[src/rtl/pcc_pkg.sv]
// ----------------------------------------------------------------------------
// pcc_pkg
// Types and constants of the PCM companding codec.
// ----------------------------------------------------------------------------
package pcc_pkg;

    localparam logic LAW_ALAW  = 1'b0;
    localparam logic LAW_MULAW = 1'b1;

    localparam logic REQ_ENCODE = 1'b0;
    localparam logic REQ_DECODE = 1'b1;

    localparam logic [7:0]  ALAW_XOR_MASK = 8'h55;
    localparam logic [16:0] MU_OFFSET     = 17'd132;
    localparam logic [14:0] SEG_BASE      = 15'h0084;
    localparam logic [14:0] MAG_MAX       = 15'h7FFF;

    typedef struct packed {
        logic        req_type;
        logic [15:0] pcm_sample;
        logic [7:0]  law_code;
        logic        last_sample;
    } item_t;

    typedef struct packed {
        logic [7:0]  code_out;
        logic [15:0] pcm_out;
        logic        last_out;
    } result_t;

    // Segment number: 1 to 7 for the highest set bit among bits 8..14, 0 if none is set.
    function automatic logic [2:0] seg_of(input logic [14:0] mag);
        logic [2:0] seg;
        seg = 3'd0;
        for (int i = 1; i < 8; i++) begin
            if (mag[i + 7]) begin
                seg = 3'(i);
            end
        end
        return seg;
    endfunction

endpackage

[src/rtl/pcc_core.sv]
// ----------------------------------------------------------------------------
// pcc_core
// Single-pass A-law / mu-law encode and decode of one sample.
// ----------------------------------------------------------------------------
module pcc_core (
    input  pcc_pkg::item_t   item,
    input  logic             law_sel,
    output pcc_pkg::result_t res
);

    // A-law encode
    logic        ae_sign;
    logic [14:0] ae_mag;
    logic [2:0]  ae_exp;
    logic [3:0]  ae_shamt;
    logic [14:0] ae_shifted;
    logic [7:0]  ae_code;

    // mu-law encode
    logic        ue_sign;
    logic [15:0] ue_abs;
    logic [16:0] ue_sum;
    logic [14:0] ue_mag;
    logic [2:0]  ue_exp;
    logic [3:0]  ue_shamt;
    logic [14:0] ue_shifted;
    logic [7:0]  ue_code;

    // A-law decode
    logic [7:0]  ad_t;
    logic [14:0] ad_mag;
    logic [15:0] ad_pcm;

    // mu-law decode
    logic [7:0]  ud_t;
    logic [14:0] ud_mag;
    logic [15:0] ud_pcm;

    always_comb begin
        // one's complement of negative samples
        ae_sign    = item.pcm_sample[15];
        ae_mag     = ae_sign ? ~item.pcm_sample[14:0] : item.pcm_sample[14:0];
        ae_exp     = pcc_pkg::seg_of(ae_mag);
        ae_shamt   = (ae_exp == 3'd0) ? 4'd4 : ({1'b0, ae_exp} + 4'd3);
        ae_shifted = ae_mag >> ae_shamt;
        ae_code    = pcc_pkg::ALAW_XOR_MASK ^ {ae_sign, ae_exp, ae_shifted[3:0]};

        // two's complement magnitude, bias, saturate
        ue_sign    = item.pcm_sample[15];
        ue_abs     = ue_sign ? (~item.pcm_sample + 16'd1) : item.pcm_sample;
        ue_sum     = {1'b0, ue_abs} + pcc_pkg::MU_OFFSET;
        ue_mag     = (ue_sum > {2'b00, pcc_pkg::MAG_MAX}) ? pcc_pkg::MAG_MAX : ue_sum[14:0];
        ue_exp     = pcc_pkg::seg_of(ue_mag);
        ue_shamt   = {1'b0, ue_exp} + 4'd3;
        ue_shifted = ue_mag >> ue_shamt;
        ue_code    = ~{ue_sign, ue_exp, ue_shifted[3:0]};

        ad_t = item.law_code ^ pcc_pkg::ALAW_XOR_MASK;
        if (ad_t[6:4] != 3'd0) begin
            ad_mag = ({8'd0, ad_t[3:0], 3'd0} | pcc_pkg::SEG_BASE) << ad_t[6:4];
        end else begin
            ad_mag = {7'd0, ad_t[3:0], 4'h8};
        end
        ad_pcm = ad_t[7] ? (16'd0 - {1'b0, ad_mag}) : {1'b0, ad_mag};

        ud_t   = ~item.law_code;
        ud_mag = ((pcc_pkg::SEG_BASE << ud_t[6:4])
                 | ({11'd0, ud_t[3:0]} << ({1'b0, ud_t[6:4]} + 4'd3)))
                 - pcc_pkg::MU_OFFSET[14:0];
        ud_pcm = ud_t[7] ? (16'd0 - {1'b0, ud_mag}) : {1'b0, ud_mag};

        res.code_out = 8'd0;
        res.pcm_out  = 16'd0;
        res.last_out = item.last_sample;
        case (item.req_type)
            pcc_pkg::REQ_ENCODE: begin
                res.code_out = (law_sel == pcc_pkg::LAW_MULAW) ? ue_code : ae_code;
            end
            pcc_pkg::REQ_DECODE: begin
                res.pcm_out = (law_sel == pcc_pkg::LAW_MULAW) ? ud_pcm : ad_pcm;
            end
            default: begin
                res.code_out = 8'd0;
            end
        endcase
    end

endmodule

[src/rtl/pcm_companding_codec.sv]
// ----------------------------------------------------------------------------
// pcm_companding_codec
// Stream A-law / mu-law companding codec, one sample per beat.
// ----------------------------------------------------------------------------
// Each input beat is a request: tuser low encodes the signed 16-bit sample in
// s_tdata[15:0] into one code byte, tuser high decodes the code byte in
// s_tdata[23:16] into a signed 16-bit sample. The result beat carries the code
// byte in m_tdata[7:0] (zero when decoding) and the sample in m_tdata[23:8]
// (zero when encoding); tlast is passed straight through. The law is chosen
// by the one-bit register written on the cfg channel (0 A-law, 1 mu-law, reset
// A-law); write it only while no beat is in flight. The block takes one beat
// every cycle while the result side keeps up: one input register, the
// encode/decode logic, one result register. A beat is captured in the input
// register, and its result is loaded into the result register and offered
// on m_tvalid once that register is empty or its beat leaves. A result held
// back by m_tready stays in the result register; the input register still
// takes one more beat, after which s_tready follows m_tready until the
// result leaves. At most two beats are held inside.
// ----------------------------------------------------------------------------
module pcm_companding_codec (
    input  logic        aclk,
    input  logic        aresetn,

    input  logic        cfg_valid,
    output logic        cfg_ready,
    input  logic        cfg_data,      // law_select

    input  logic        s_tvalid,
    output logic        s_tready,
    input  logic [23:0] s_tdata,       // [15:0] pcm_sample, [23:16] law_code
    input  logic        s_tuser,       // req_type
    input  logic        s_tlast,       // last_sample

    output logic        m_tvalid,
    input  logic        m_tready,
    output logic [23:0] m_tdata,       // [7:0] code_out, [23:8] pcm_out
    output logic        m_tlast        // last_out
);

    logic             law_sel_reg;
    logic             law_sel_next;

    pcc_pkg::item_t   in_item_reg;
    pcc_pkg::item_t   in_item_next;
    logic             in_valid_reg;
    logic             in_valid_next;

    pcc_pkg::result_t out_res_reg;
    pcc_pkg::result_t out_res_next;
    logic             out_valid_reg;
    logic             out_valid_next;

    pcc_pkg::result_t core_res;
    logic             out_ready;
    logic             in_take;
    logic             out_take;

    // The register is always writable.
    assign cfg_ready = 1'b1;

    // Result stage frees up when empty or when its beat leaves this cycle.
    assign out_ready = !out_valid_reg || m_tready;
    assign out_take  = in_valid_reg && out_ready;
    assign s_tready  = !in_valid_reg || out_ready;
    assign in_take   = s_tvalid && s_tready;

    pcc_core u_core (
        .item    (in_item_reg),
        .law_sel (law_sel_reg),
        .res     (core_res)
    );

    always_comb begin
        law_sel_next = law_sel_reg;
        if (cfg_valid && cfg_ready) begin
            law_sel_next = cfg_data;
        end

        // Input register: capture a new beat, otherwise hold or drain.
        in_item_next  = in_item_reg;
        in_valid_next = in_valid_reg;
        if (in_take) begin
            in_item_next.req_type    = s_tuser;
            in_item_next.pcm_sample  = s_tdata[15:0];
            in_item_next.law_code    = s_tdata[23:16];
            in_item_next.last_sample = s_tlast;
            in_valid_next            = 1'b1;
        end else if (out_take) begin
            in_valid_next = 1'b0;
        end

        // Result register: load from the core, hold while stalled, empty once its beat leaves.
        out_res_next   = out_res_reg;
        out_valid_next = out_valid_reg;
        if (out_take) begin
            out_res_next   = core_res;
            out_valid_next = 1'b1;
        end else if (m_tready) begin
            out_valid_next = 1'b0;
        end
    end

    always_ff @(posedge aclk) begin
        if (!aresetn) begin
            law_sel_reg   <= pcc_pkg::LAW_ALAW;
            in_valid_reg  <= 1'b0;
            out_valid_reg <= 1'b0;
        end else begin
            law_sel_reg   <= law_sel_next;
            in_valid_reg  <= in_valid_next;
            out_valid_reg <= out_valid_next;
        end
    end

    always_ff @(posedge aclk) begin
        in_item_reg <= in_item_next;
        out_res_reg <= out_res_next;
    end

    assign m_tvalid = out_valid_reg;
    assign m_tdata  = {out_res_reg.pcm_out, out_res_reg.code_out};
    assign m_tlast  = out_res_reg.last_out;

endmodule

[config.mk]
export PLATFORM = sky130hd
export DESIGN_NAME = pcm_companding_codec
export DESIGN_NICKNAME = d
export VERILOG_FILES = /design/src/rtl/pcc_pkg.sv /design/src/rtl/pcc_core.sv /design/src/rtl/pcm_companding_codec.sv
export SDC_FILE = /design/constraint.sdc
export NUM_CORES = 1
export LEC_CHECK = 0
export ABC_AREA = 0
export BUFFER_PORTS_ARGS = -buffer_cell sky130_fd_sc_hd__buf_2
export CORE_MARGIN = 3
export CORE_UTILIZATION = 35
export DETAILED_ROUTE_END_ITERATION = 16
export PLACE_DENSITY = 0.51
export SLEW_MARGIN = 0
export SYNTH_ARGS = -nofsm -noshare
export SYNTH_HDL_FRONTEND = slang
export SYNTH_SLANG_ARGS = --single-unit
[constraint.sdc]
create_clock -name aclk -period 4.92 [get_ports aclk]
set_input_delay 0.984 -clock aclk [delete_from_list [all_inputs] [get_ports aclk]]
set_output_delay 0.984 -clock aclk [all_outputs]
set_load 0.03 [all_outputs]
**Word level (Yosys, flattened, before mapping)**

Index checks and enable logic that the tools add are counted.

- Word-level logic and storage cells: 68
- Memory bits (writable): 0
- Output and inout port bits: 28
- Memories kept: 0
- ROM bits: 0
- Bits in latches: 0
- Bits in registers: 54
- Bits of input ports: 32

- $lt $le $gt $ge: 1
- Reduce and logical (&&, ||, !) cells: 10
- Muxes and demuxes: 27
- Div/mod/pow operators: 0
- Shift-type cells: 5
- $mul: 0
- Bitwise operators: 7
- Equality and inequality tests: 0
- $add $sub $neg: 8

Operators with widths:

| cell | number |
|---|---|
| 16-bit two-way mux | 4 |
| 15-bit two-way mux | 3 |
| 1-bit by 15-bit subtractor with 16-bit output, first input constant | 2 |
| 3-bit two-way mux | 10 |
| 15-bit by 4-bit right shift with 4-bit output | 2 |
| 16-bit by 8-bit adder with 17-bit output, second input constant | 1 |
| 17-bit by 15-bit > comparator with 1-bit output, second input constant | 1 |
| 16-bit by 1-bit adder with 16-bit output, second input constant | 1 |
| 16-bit inverter | 1 |
| 8-bit inverter | 2 |
| 15-bit inverter | 1 |
| 15-bit OR | 1 |
| 4-bit by 4-bit left shift with 15-bit output | 1 |
| 8-bit by 3-bit left shift with 15-bit output | 1 |
| 8-bit by 3-bit left shift with 15-bit output, first input constant | 1 |
| 15-bit by 8-bit subtractor with 15-bit output, second input constant | 1 |
| 3-bit by 2-bit adder with 4-bit output, second input constant | 3 |
| 8-bit two-way mux | 1 |
| 4-bit inverter | 2 |
| 1-bit two-way mux | 6 |
| 2-bit two-way mux | 2 |
| 4-bit two-way mux | 1 |
| 2-bit nonzero test | 2 |
| 3-bit logical NOT | 1 |
| other kinds (4) | 7 |

**Longest topological paths before layout**

Gate-level depths: netlist of the first run.

- Word-level depth: 17
- Depth in mapped cells: 18

**Modules after synthesis**

Synthesis of the first run repeated with hierarchy kept, for this count alone.

- Cell total of the unflattened synthesis: 651
- Area, all modules: 5554.1 µm²

By module, submodules not included:

| module | times used | cells each | area an instance (µm²) |
|---|---|---|---|
| pcc_core | 1 | 586 | 3871.2 |
| pcm_companding_codec | 1 | 65 | 1682.9 |

**Worst setup path before layout of the first run**

No wires, ideal clock.

- Path kind: reg2reg
- Start point: reg in_item_reg[24] in the netlist's numbering
- End point: reg out_res_reg (netlist bit m_tdata[1]), data pin
- Arrival: 4.303 ns
- Cell stages (with the launch flop): 18
- Clock period less this slack: 4.573 ns
- Setup slack: 0.347 ns
- Required time: 4.650 ns
- Path through: edfxtp_1 -> clkbuf_1 -> buf_2 -> buf_1 -> clkbuf_1 -> nand2b_1 -> xnor2_1 -> ha_1 -> nand4b_1 -> o22ai_1 -> a21boi_4 -> or4_1 -> mux2i_1 -> nor2_1 -> nand2_4 -> mux2_1 -> o31ai_1 -> a31oi_1

- Longest elaborated chain between the ends: 17
- Elaborated cells on any way between the ends: 29
- Classes of those cells: 4 x add/sub; 1 x order compare; 2 x shift; 19 x mux; 2 x bitwise; 1 x reduce/logical

RTL lines:

| what | RTL line | source |
|---|---|---|
| start, declared | pcm_companding_codec.sv:43 | `pcc_pkg::item_t in_item_reg;` |
| start signal, assigned | pcm_companding_codec.sv:116 | `in_item_reg <= in_item_next;` |
| 16-bit inverter | pcc_core.sv:50 | `ue_abs = ue_sign ? (~item.pcm_sample + 16'd1) : item.pcm_sample;` |
| 16-bit by 1-bit adder with 16-bit output | pcc_core.sv:50 |  |
| 16-bit two-way mux | pcc_core.sv:50 |  |
| 16-bit by 8-bit adder with 17-bit output | pcc_core.sv:51 | `ue_sum = {1'b0, ue_abs} + pcc_pkg::MU_OFFSET;` |
| 17-bit by 15-bit > comparator with 1-bit output | pcc_core.sv:52 | `ue_mag = (ue_sum > {2'b00, pcc_pkg::MAG_MAX}) ? pcc_pkg::MAG_MAX : ue_sum[14:0];` |
| 15-bit two-way mux | pcc_core.sv:52 |  |
| 1-bit two-way mux | pcc_pkg.sv:36 | `if (mag[i + 7]) begin` |
| 2-bit two-way mux (2 in series) | pcc_pkg.sv:36 |  |
| 3-bit two-way mux (4 in series) | pcc_pkg.sv:36 |  |
| 3-bit by 2-bit adder with 4-bit output | pcc_core.sv:54 | `ue_shamt = {1'b0, ue_exp} + 4'd3;` |
| 15-bit by 4-bit right shift with 4-bit output | pcc_core.sv:55 | `ue_shifted = ue_mag >> ue_shamt;` |
| 8-bit inverter | pcc_core.sv:56 | `ue_code = ~{ue_sign, ue_exp, ue_shifted[3:0]};` |
| 8-bit two-way mux (*) | pcc_core.sv:77 | `res.code_out = (law_sel == pcc_pkg::LAW_MULAW) ? ue_code : ae_code;` |
| end signal, assigned | pcm_companding_codec.sv:117 | `out_res_reg <= out_res_next;` |
| end, declared | pcm_companding_codec.sv:48 | `pcc_pkg::result_t out_res_reg;` |

Mark *: on every way between the ends. The rest lies on a longest branch, timed or not.
A chain may end at the register's enable or synchronous reset.

**Worst setup path in the final report of the first run**

- Start point: reg in_item_reg[11] in the netlist's numbering
- End point: reg out_res_reg (netlist bit m_tdata[1]), data pin

The elaborated chain is that of the path after synthesis.

==> metrics, run 1 <==
RSZ-0062 raised after global routing=no; xor/xnor cell area share of the yosys netlist=0.09536; Final Hold Viols=0; min Tclk post-route=~4.4 ns; Global Route Usage Sum=0.1671; clock-pin slew on the worst setup and hold paths=about 0.070 ns; Die H=roughly 130 um; drc violations=0; largest family of logic cells by synthesized area=compound AO/OA/AOI/OAI gates; drt pass-1 iters=5; die footprint=between 15000 and 20000 sq um; Worst Path Required=slightly below 5 ns; Antenna Violating Nets Remaining=0; clk_skew=approximately 0.0096 ns; Multi-input gate area=~3800 sq um; clock sink total=54; Setup TNS=0 ns; instance count of the mapped netlist=approximately 680; initial antenna violation count=0; Final nets=~750; relative slew slack=0.4114; simple-gate share of the synthesized area=0.2120; H-tree depth=2; CP Class=flop to flop; worst r2r path cells=14; clock latency on the worst-skew pair=0.30 ns; largest net degree at the start of global routing=37; Period Utilization, post-route=0.9023; final WL=between 15000 and 20000 um; row count=45; FF/Latch Area=roughly 1600 sq um; Layout fillers=1599; Buffers on Ports=just under 60; CTS buffer count=5; Starting Density=0.3664; Seq cells post-synth=54; crit path buf inv count=0; CP top delay family=simple AND/OR/NAND/NOR gates; worst-path cell chain=nor3_1 > nand2b_1 > xnor2_1 > ha_1 > nand4b_1 > o22ai_1 > a21boi_4 > or4_1 > mux2i_1 > nor2_1 > nand2_4 > mux2_1 > o31ai_1 > a31oi_1; hold-fix buffer count after cts=0; Largest register FFs=26; internal power=0.0009762 W; max cap viols=0; Bufs on Longest Clock Path=2; ant diodes=0; Core Region=15540 sq um; status=completed; Seq/Total Area, Yosys=0.2795; slowest CP cell=edfxtp_1; DR vias=~5200; Syn Std Cell Area=around 5700 sq um; most numerous cell in the Yosys netlist=nor2_1; LEAKAGE=2.392 nW; Crit path largest cell delay=~0.55 ns; share of flip-flops with an asynchronous set or reset=0; post-CTS sizing=0; power per cell area=242.3 nW/um^2; # setup viols final=0; setup bufs post-CTS=0; critical path launch point type=flop; vias in the first global route=approximately 4600; setup ws final=0.4805 ns; Adder-Cell Fraction of Synth Area=0.03076; drt wl/cell=~17 um; Post-Place Setup Slack=around 0.52 ns; Main synth FF type=edfxtp_1; post-DP HPWL=~12000 um; worst IR drop on VDD=roughly 170 uV; Switching Power=approximately 0.00055 W; power share of the clock group=0.234; GP Congestion=approximately 0.86; layout cells sized above 1=0.1641; worst hold path depth=0; Avg Vias per Cell=around 5.6; share of power burned in registers=0.376; initial DRC count=530; number of synthesized flops with an enable pin=51; crit path max fanout=11; Root Driver=clkbuf_16; share of total power in combinational logic=0.390; Area contributors post-synth=edfxtp_1 27%, xnor2_1 6.8%, mux2i_1 4.7%, a21oi_1 4.0%, nor2_1 4.0%; switching fraction of total power=0.3604; Avg Synthesized Cell Area=approximately 8.4 sq um; Die Wd=~130 um; compound-gate portion of the synthesized area=0.2448; Slew @ Worst Pin=around 0.87 ns; Hold Path Class=flop to flop; mux cell area share after synthesis=0.08108; pins over their slew limit=0; number of synthesis warnings=0; commonest cells in the netlist=60 x nor2_1, 51 x edfxtp_1, 50 x nand2_1, 45 x a21oi_1, 44 x xnor2_1; CP Capture Type=flop; Crit. path cell count=14; post-route cell area=6299 sq um; Top Ports=60; Synth area leader=edfxtp_1; DP Area=between 6000 and 7000 sq um; max frequency=between 200 and 250 MHz; CTS tree=done; P&R area growth vs syn=10.61%; Crit path arrival time=between 4 and 5 ns; Remaining Overflow, GRT=0; first-pass GRT wire length=about 25000 um; Net Count, Synth=around 720; post-synthesis cell type count=87; area share of the largest cell type after synthesis=0.2690
per-stage QoR:
step	std cells	hold slack, ns	total power [W]	util
2_1_floorplan	677	0.4003	0.001028	-
3_3_place_gp	910	0.4001	0.001167	0.3956
3_5_place_dp	910	0.4204	0.001172	0.3956
4_1_cts	918	0.4227	0.001536	0.4053
5_1_grt	918	0.4256	0.001623	0.4053
6_report	918	0.4209	0.001526	0.4053
layer usage:
metal / up-vias / GRT usage / share of wire
met5: - / 0 / 0
met4: 0 / 0.02514 / 0.0076
met3: 12 / 0.03701 / 0.061
met2: 162 / 0.2297 / 0.40
met1: 2427 / 0.2677 / 0.53
li1: 2570 / - / -
logic make-up after synthesis:
group / after synthesis
adder cells (fa/ha/maj): 14
other: 1
buffers and inverters: 75
flip-flops: 54
AO/OA/AOI/OAI: 198
multiplexers: 39
AND/OR/NAND/NOR: 234
XOR/XNOR: 62
layout by cell type (no fill, tap or decap), types with 9 or more instances in the layout:
cell type,count
ha_1,14
buf_2,58
a31oi_1,10
nand2b_1,13
o21ai_0,40
edfxtp_1,51
inv_1,20
buf_4,18
nor2b_1,12
xor2_1,18
a21oi_1,45
a211oi_1,9
mux2i_1,27
nand2_1,50
nor2_1,60
nor3_1,22
xnor2_1,44
o31ai_1,10
nand3_1,15
cell type report:
type                       instances  share of cell area
clock buffer                       6             0.02205
clock inverter                     2            0.001986
inverter                          21             0.01251
multi-input combinational        548              0.6013
sequential                        54              0.2527
tap                              211             0.04191
timing repair buffer              76             0.06754
worst paths after layout:
| kind | start | slack (ns) | end |
|---|---|---|---|
| max | in_item_reg[11] | 0.48 | m_tdata[1] |
| min | in_item_reg[0] | 0.42 | m_tlast |
| max reg2reg | in_item_reg[11] | 0.48 | m_tdata[1] |
| min reg2reg | in_item_reg[0] | 0.42 | m_tlast |
worst register-to-register path: stages, from the launching register on:
cell and delay (ns):
edfxtp_1 0.55, nor3_1 0.41, nand2b_1 0.17, xnor2_1 0.12, ha_1 0.22, nand4b_1 0.10
o22ai_1 0.45, a21boi_4 0.17, or4_1 0.54, mux2i_1 0.17, nor2_1 0.42, nand2_4 0.14
mux2_1 0.35, o31ai_1 0.24, a31oi_1 0.11
power by group through the flow:
stage	Sequential (W)	Clock, W	Combinational [W]
2_1_floorplan	0.000586	0	0.000443
3_3_place_gp	0.000583	0	0.000583
3_5_place_dp	0.000585	0	0.000587
4_1_cts	0.000574	0.000372	0.000590
5_1_grt	0.000580	0.000393	0.000651
6_report	0.000575	0.000357	0.000595
(Power assumes the default switching activity.)
==> run 2, diff against run 1 <==
--- a/config.mk
+++ b/config.mk
@@ -8,9 +8,9 @@
 export ABC_AREA = 0
 export BUFFER_PORTS_ARGS = -buffer_cell sky130_fd_sc_hd__buf_2
 export CORE_MARGIN = 3
-export CORE_UTILIZATION = 35
+export CORE_UTILIZATION = 45
 export DETAILED_ROUTE_END_ITERATION = 16
-export PLACE_DENSITY = 0.51
+export PLACE_DENSITY = 0.63
 export SLEW_MARGIN = 0
 export SYNTH_ARGS = -nofsm -noshare
 export SYNTH_HDL_FRONTEND = slang
==> metrics, run 2 (synthesis gave the netlist of run 1 again) <==
GP Congestion=0.9051 (+5.6%); CP Class=flop to flop; CP startpoint=in_item_reg[5]; reg-to-reg startpoint=in_item_reg[5]; initial antenna violation count=0 (unchanged); final WL=14650 um (-4.9%); Crit. path cell count=15 (+1); CP dominant cell by count=inv_1; Global Route Usage Sum=0.2040 (+0.03694); switching fraction of total power=0.3576 (-0.002774); CTS buffer count=5 (unchanged); drc violations=0 (unchanged); Final Hold Viols=0 (unchanged); worst r2r path cells=15 (+1); drt wl/cell=16.78 um (about the same); critical path launch point type=flop; clock sink total=54 (unchanged); row count=40 (-11%); drt pass-1 iters=5 (unchanged); first-pass GRT wire length=23740 um (-3.8%); internal power=0.0009630 W (-1.4%); Critical Path End=m_tdata[19]; die footprint=14040 sq um (-21%); DR vias=5125 (-0.89%); Starting Density=0.4663 (+0.09987); Antenna Violating Nets Remaining=0 (unchanged); Crit path largest cell delay=0.65 ns (+0.10 ns); commonest cells after routing, fill and taps aside=60 x nor2_1, 58 x buf_2, 51 x edfxtp_1; power per cell area=241.2 nW/um^2 (-0.46%); reg2reg setup slack=0.39 ns (-0.09 ns); pins over their slew limit=0 (unchanged); post-DP HPWL=11140 um (-5.3%); Final nets=750 (-0.27%); CTS tree=done; Slew @ Worst Pin=0.7848 ns (-0.08583 ns); ant diodes=0 (unchanged); Root Driver=clkbuf_16; Core Region=12210 sq um (-21%); Top Ports=60 (unchanged); Bufs on Longest Clock Path=2 (unchanged); hold slack=0.4247 ns (+0.003749 ns); post-route cell area=6215 sq um (-1.3%); clock-pin slew on the worst setup and hold paths=0.06 ns (about the same); Setup TNS=0 ns (unchanged); worst hold path depth=0 (unchanged); slowest CP cell=edfxtp_1; clk_skew=0.005974 ns (-0.003636 ns); # setup viols final=0 (unchanged); crit path max fanout=16 (+5); Switching Power=0.0005361 W (-2.5%); LEAKAGE=2.375 nW (-0.74%); Crit path arrival time=4.58 ns (+0.13 ns); Remaining Overflow, GRT=0 (unchanged); CP Capture Type=flop; Avg Vias per Cell=5.871 (+4.2%); Final Util=0.5089 (+0.1036); clock latency on the worst-skew pair=0.30 ns (about the same); commonest non-fill, non-tap cell in the layout=nor2_1; Power Total=0.001499 W (-1.8%); Hold Path Class=flop to flop; P&R area growth vs syn=9.141%; worst IR drop on VDD=199.9 uV (+14%); layout cells sized above 1=0.1574 (-0.006627); H-tree depth=2 (unchanged); Die H=118.5 um (-11%); DP Area=6078 sq um (-1.1%); hold-fix buffer count after cts=0 (unchanged); Largest register FFs=26 (unchanged); RSZ-0062 raised after global routing=no; CP top delay family=compound AO/OA/AOI/OAI gates; crit path buf inv count=3 (+3); share of total power in combinational logic=0.391 (about the same); setup bufs post-CTS=0 (unchanged); vias in the first global route=4495 (-2.1%); worst-path cell chain=inv_1 > ha_1 > mux2_2 > o22ai_1 > a22o_1 > inv_1 > ha_1 > inv_1 > xnor2_1 > or4_1 > nor3_1 > a31oi_1 > xnor2_1 > nor2_1 > o21a_1; Buffers on Ports=58 (unchanged); status=completed; largest net degree at the start of global routing=36 (-2.7%); post-CTS sizing=0 (unchanged); Worst Path Required=4.97 ns (+0.04 ns); max frequency=220.6 MHz (-2.1%); Die Wd=118.5 um (-11%); relative slew slack=0.4695 (+0.05802); share of power burned in registers=0.386 (+0.010); Layout fillers=1177 (-26%); max cap viols=0 (unchanged); min Tclk post-route=4.533 ns (+0.09337 ns); power share of the clock group=0.223 (-0.011); Period Utilization, post-route=0.9213 (+0.01898); reg2reg end=m_tdata[19]; initial DRC count=538 (+1.5%); Hold Crit Start=in_item_reg[0]
run 2: cell types whose count changed in the layout (fill, tap and decap cells not counted), sizes merged:
cell and delta:
buf -2, clkbuf +2, clkinv -1, clkinvlp -1
run 2: worst min-delay path by stage:
stage	to	slack, ns
2_1_floorplan	m_tlast	0.40
3_5_place_dp	m_tlast	0.41
3_3_place_gp	m_tlast	0.40
5_1_grt	m_tlast	0.44
4_1_cts	m_tlast	0.43
6_report	m_tlast	0.42
run 2: layout make-up:
class,instances,area [sq um],area share
clock buffer,8,136.4,0.02194
inverter,21,78.83,0.01268
multi-input combinational,548,3787,0.6094
sequential,54,1592,0.2561
tap,168,210.2,0.03382
timing repair buffer,74,410.4,0.06604
run 2: through the flow:
step | std cells | setup slack, ns
floorplan | 677 | 0.3472
global placement | 865 | 0.5623
detailed placement | 865 | 0.4784
CTS | 873 | 0.4126
global route | 873 | 0.03574
finish | 873 | 0.3871
run 2: power by group through the flow:
stage	clock network (W)	registers, W	logic (W)
after global routing	0.000361	0.000583	0.000643
after global placement	0	0.000586	0.000575
after detailed placement	0	0.000587	0.000577
after CTS	0.000345	0.000577	0.000580
after floorplan	0	0.000586	0.000443
final	0.000334	0.000578	0.000586
run 2: layer usage:
| layer | track usage | wire length, um |
|---|---|---|
| met5 | 0 | 0 |
| met4 | 0.04127 | 154 |
| met3 | 0.03445 | 943 |
| met2 | 0.2862 | 5974 |
| met1 | 0.3256 | 7577 |
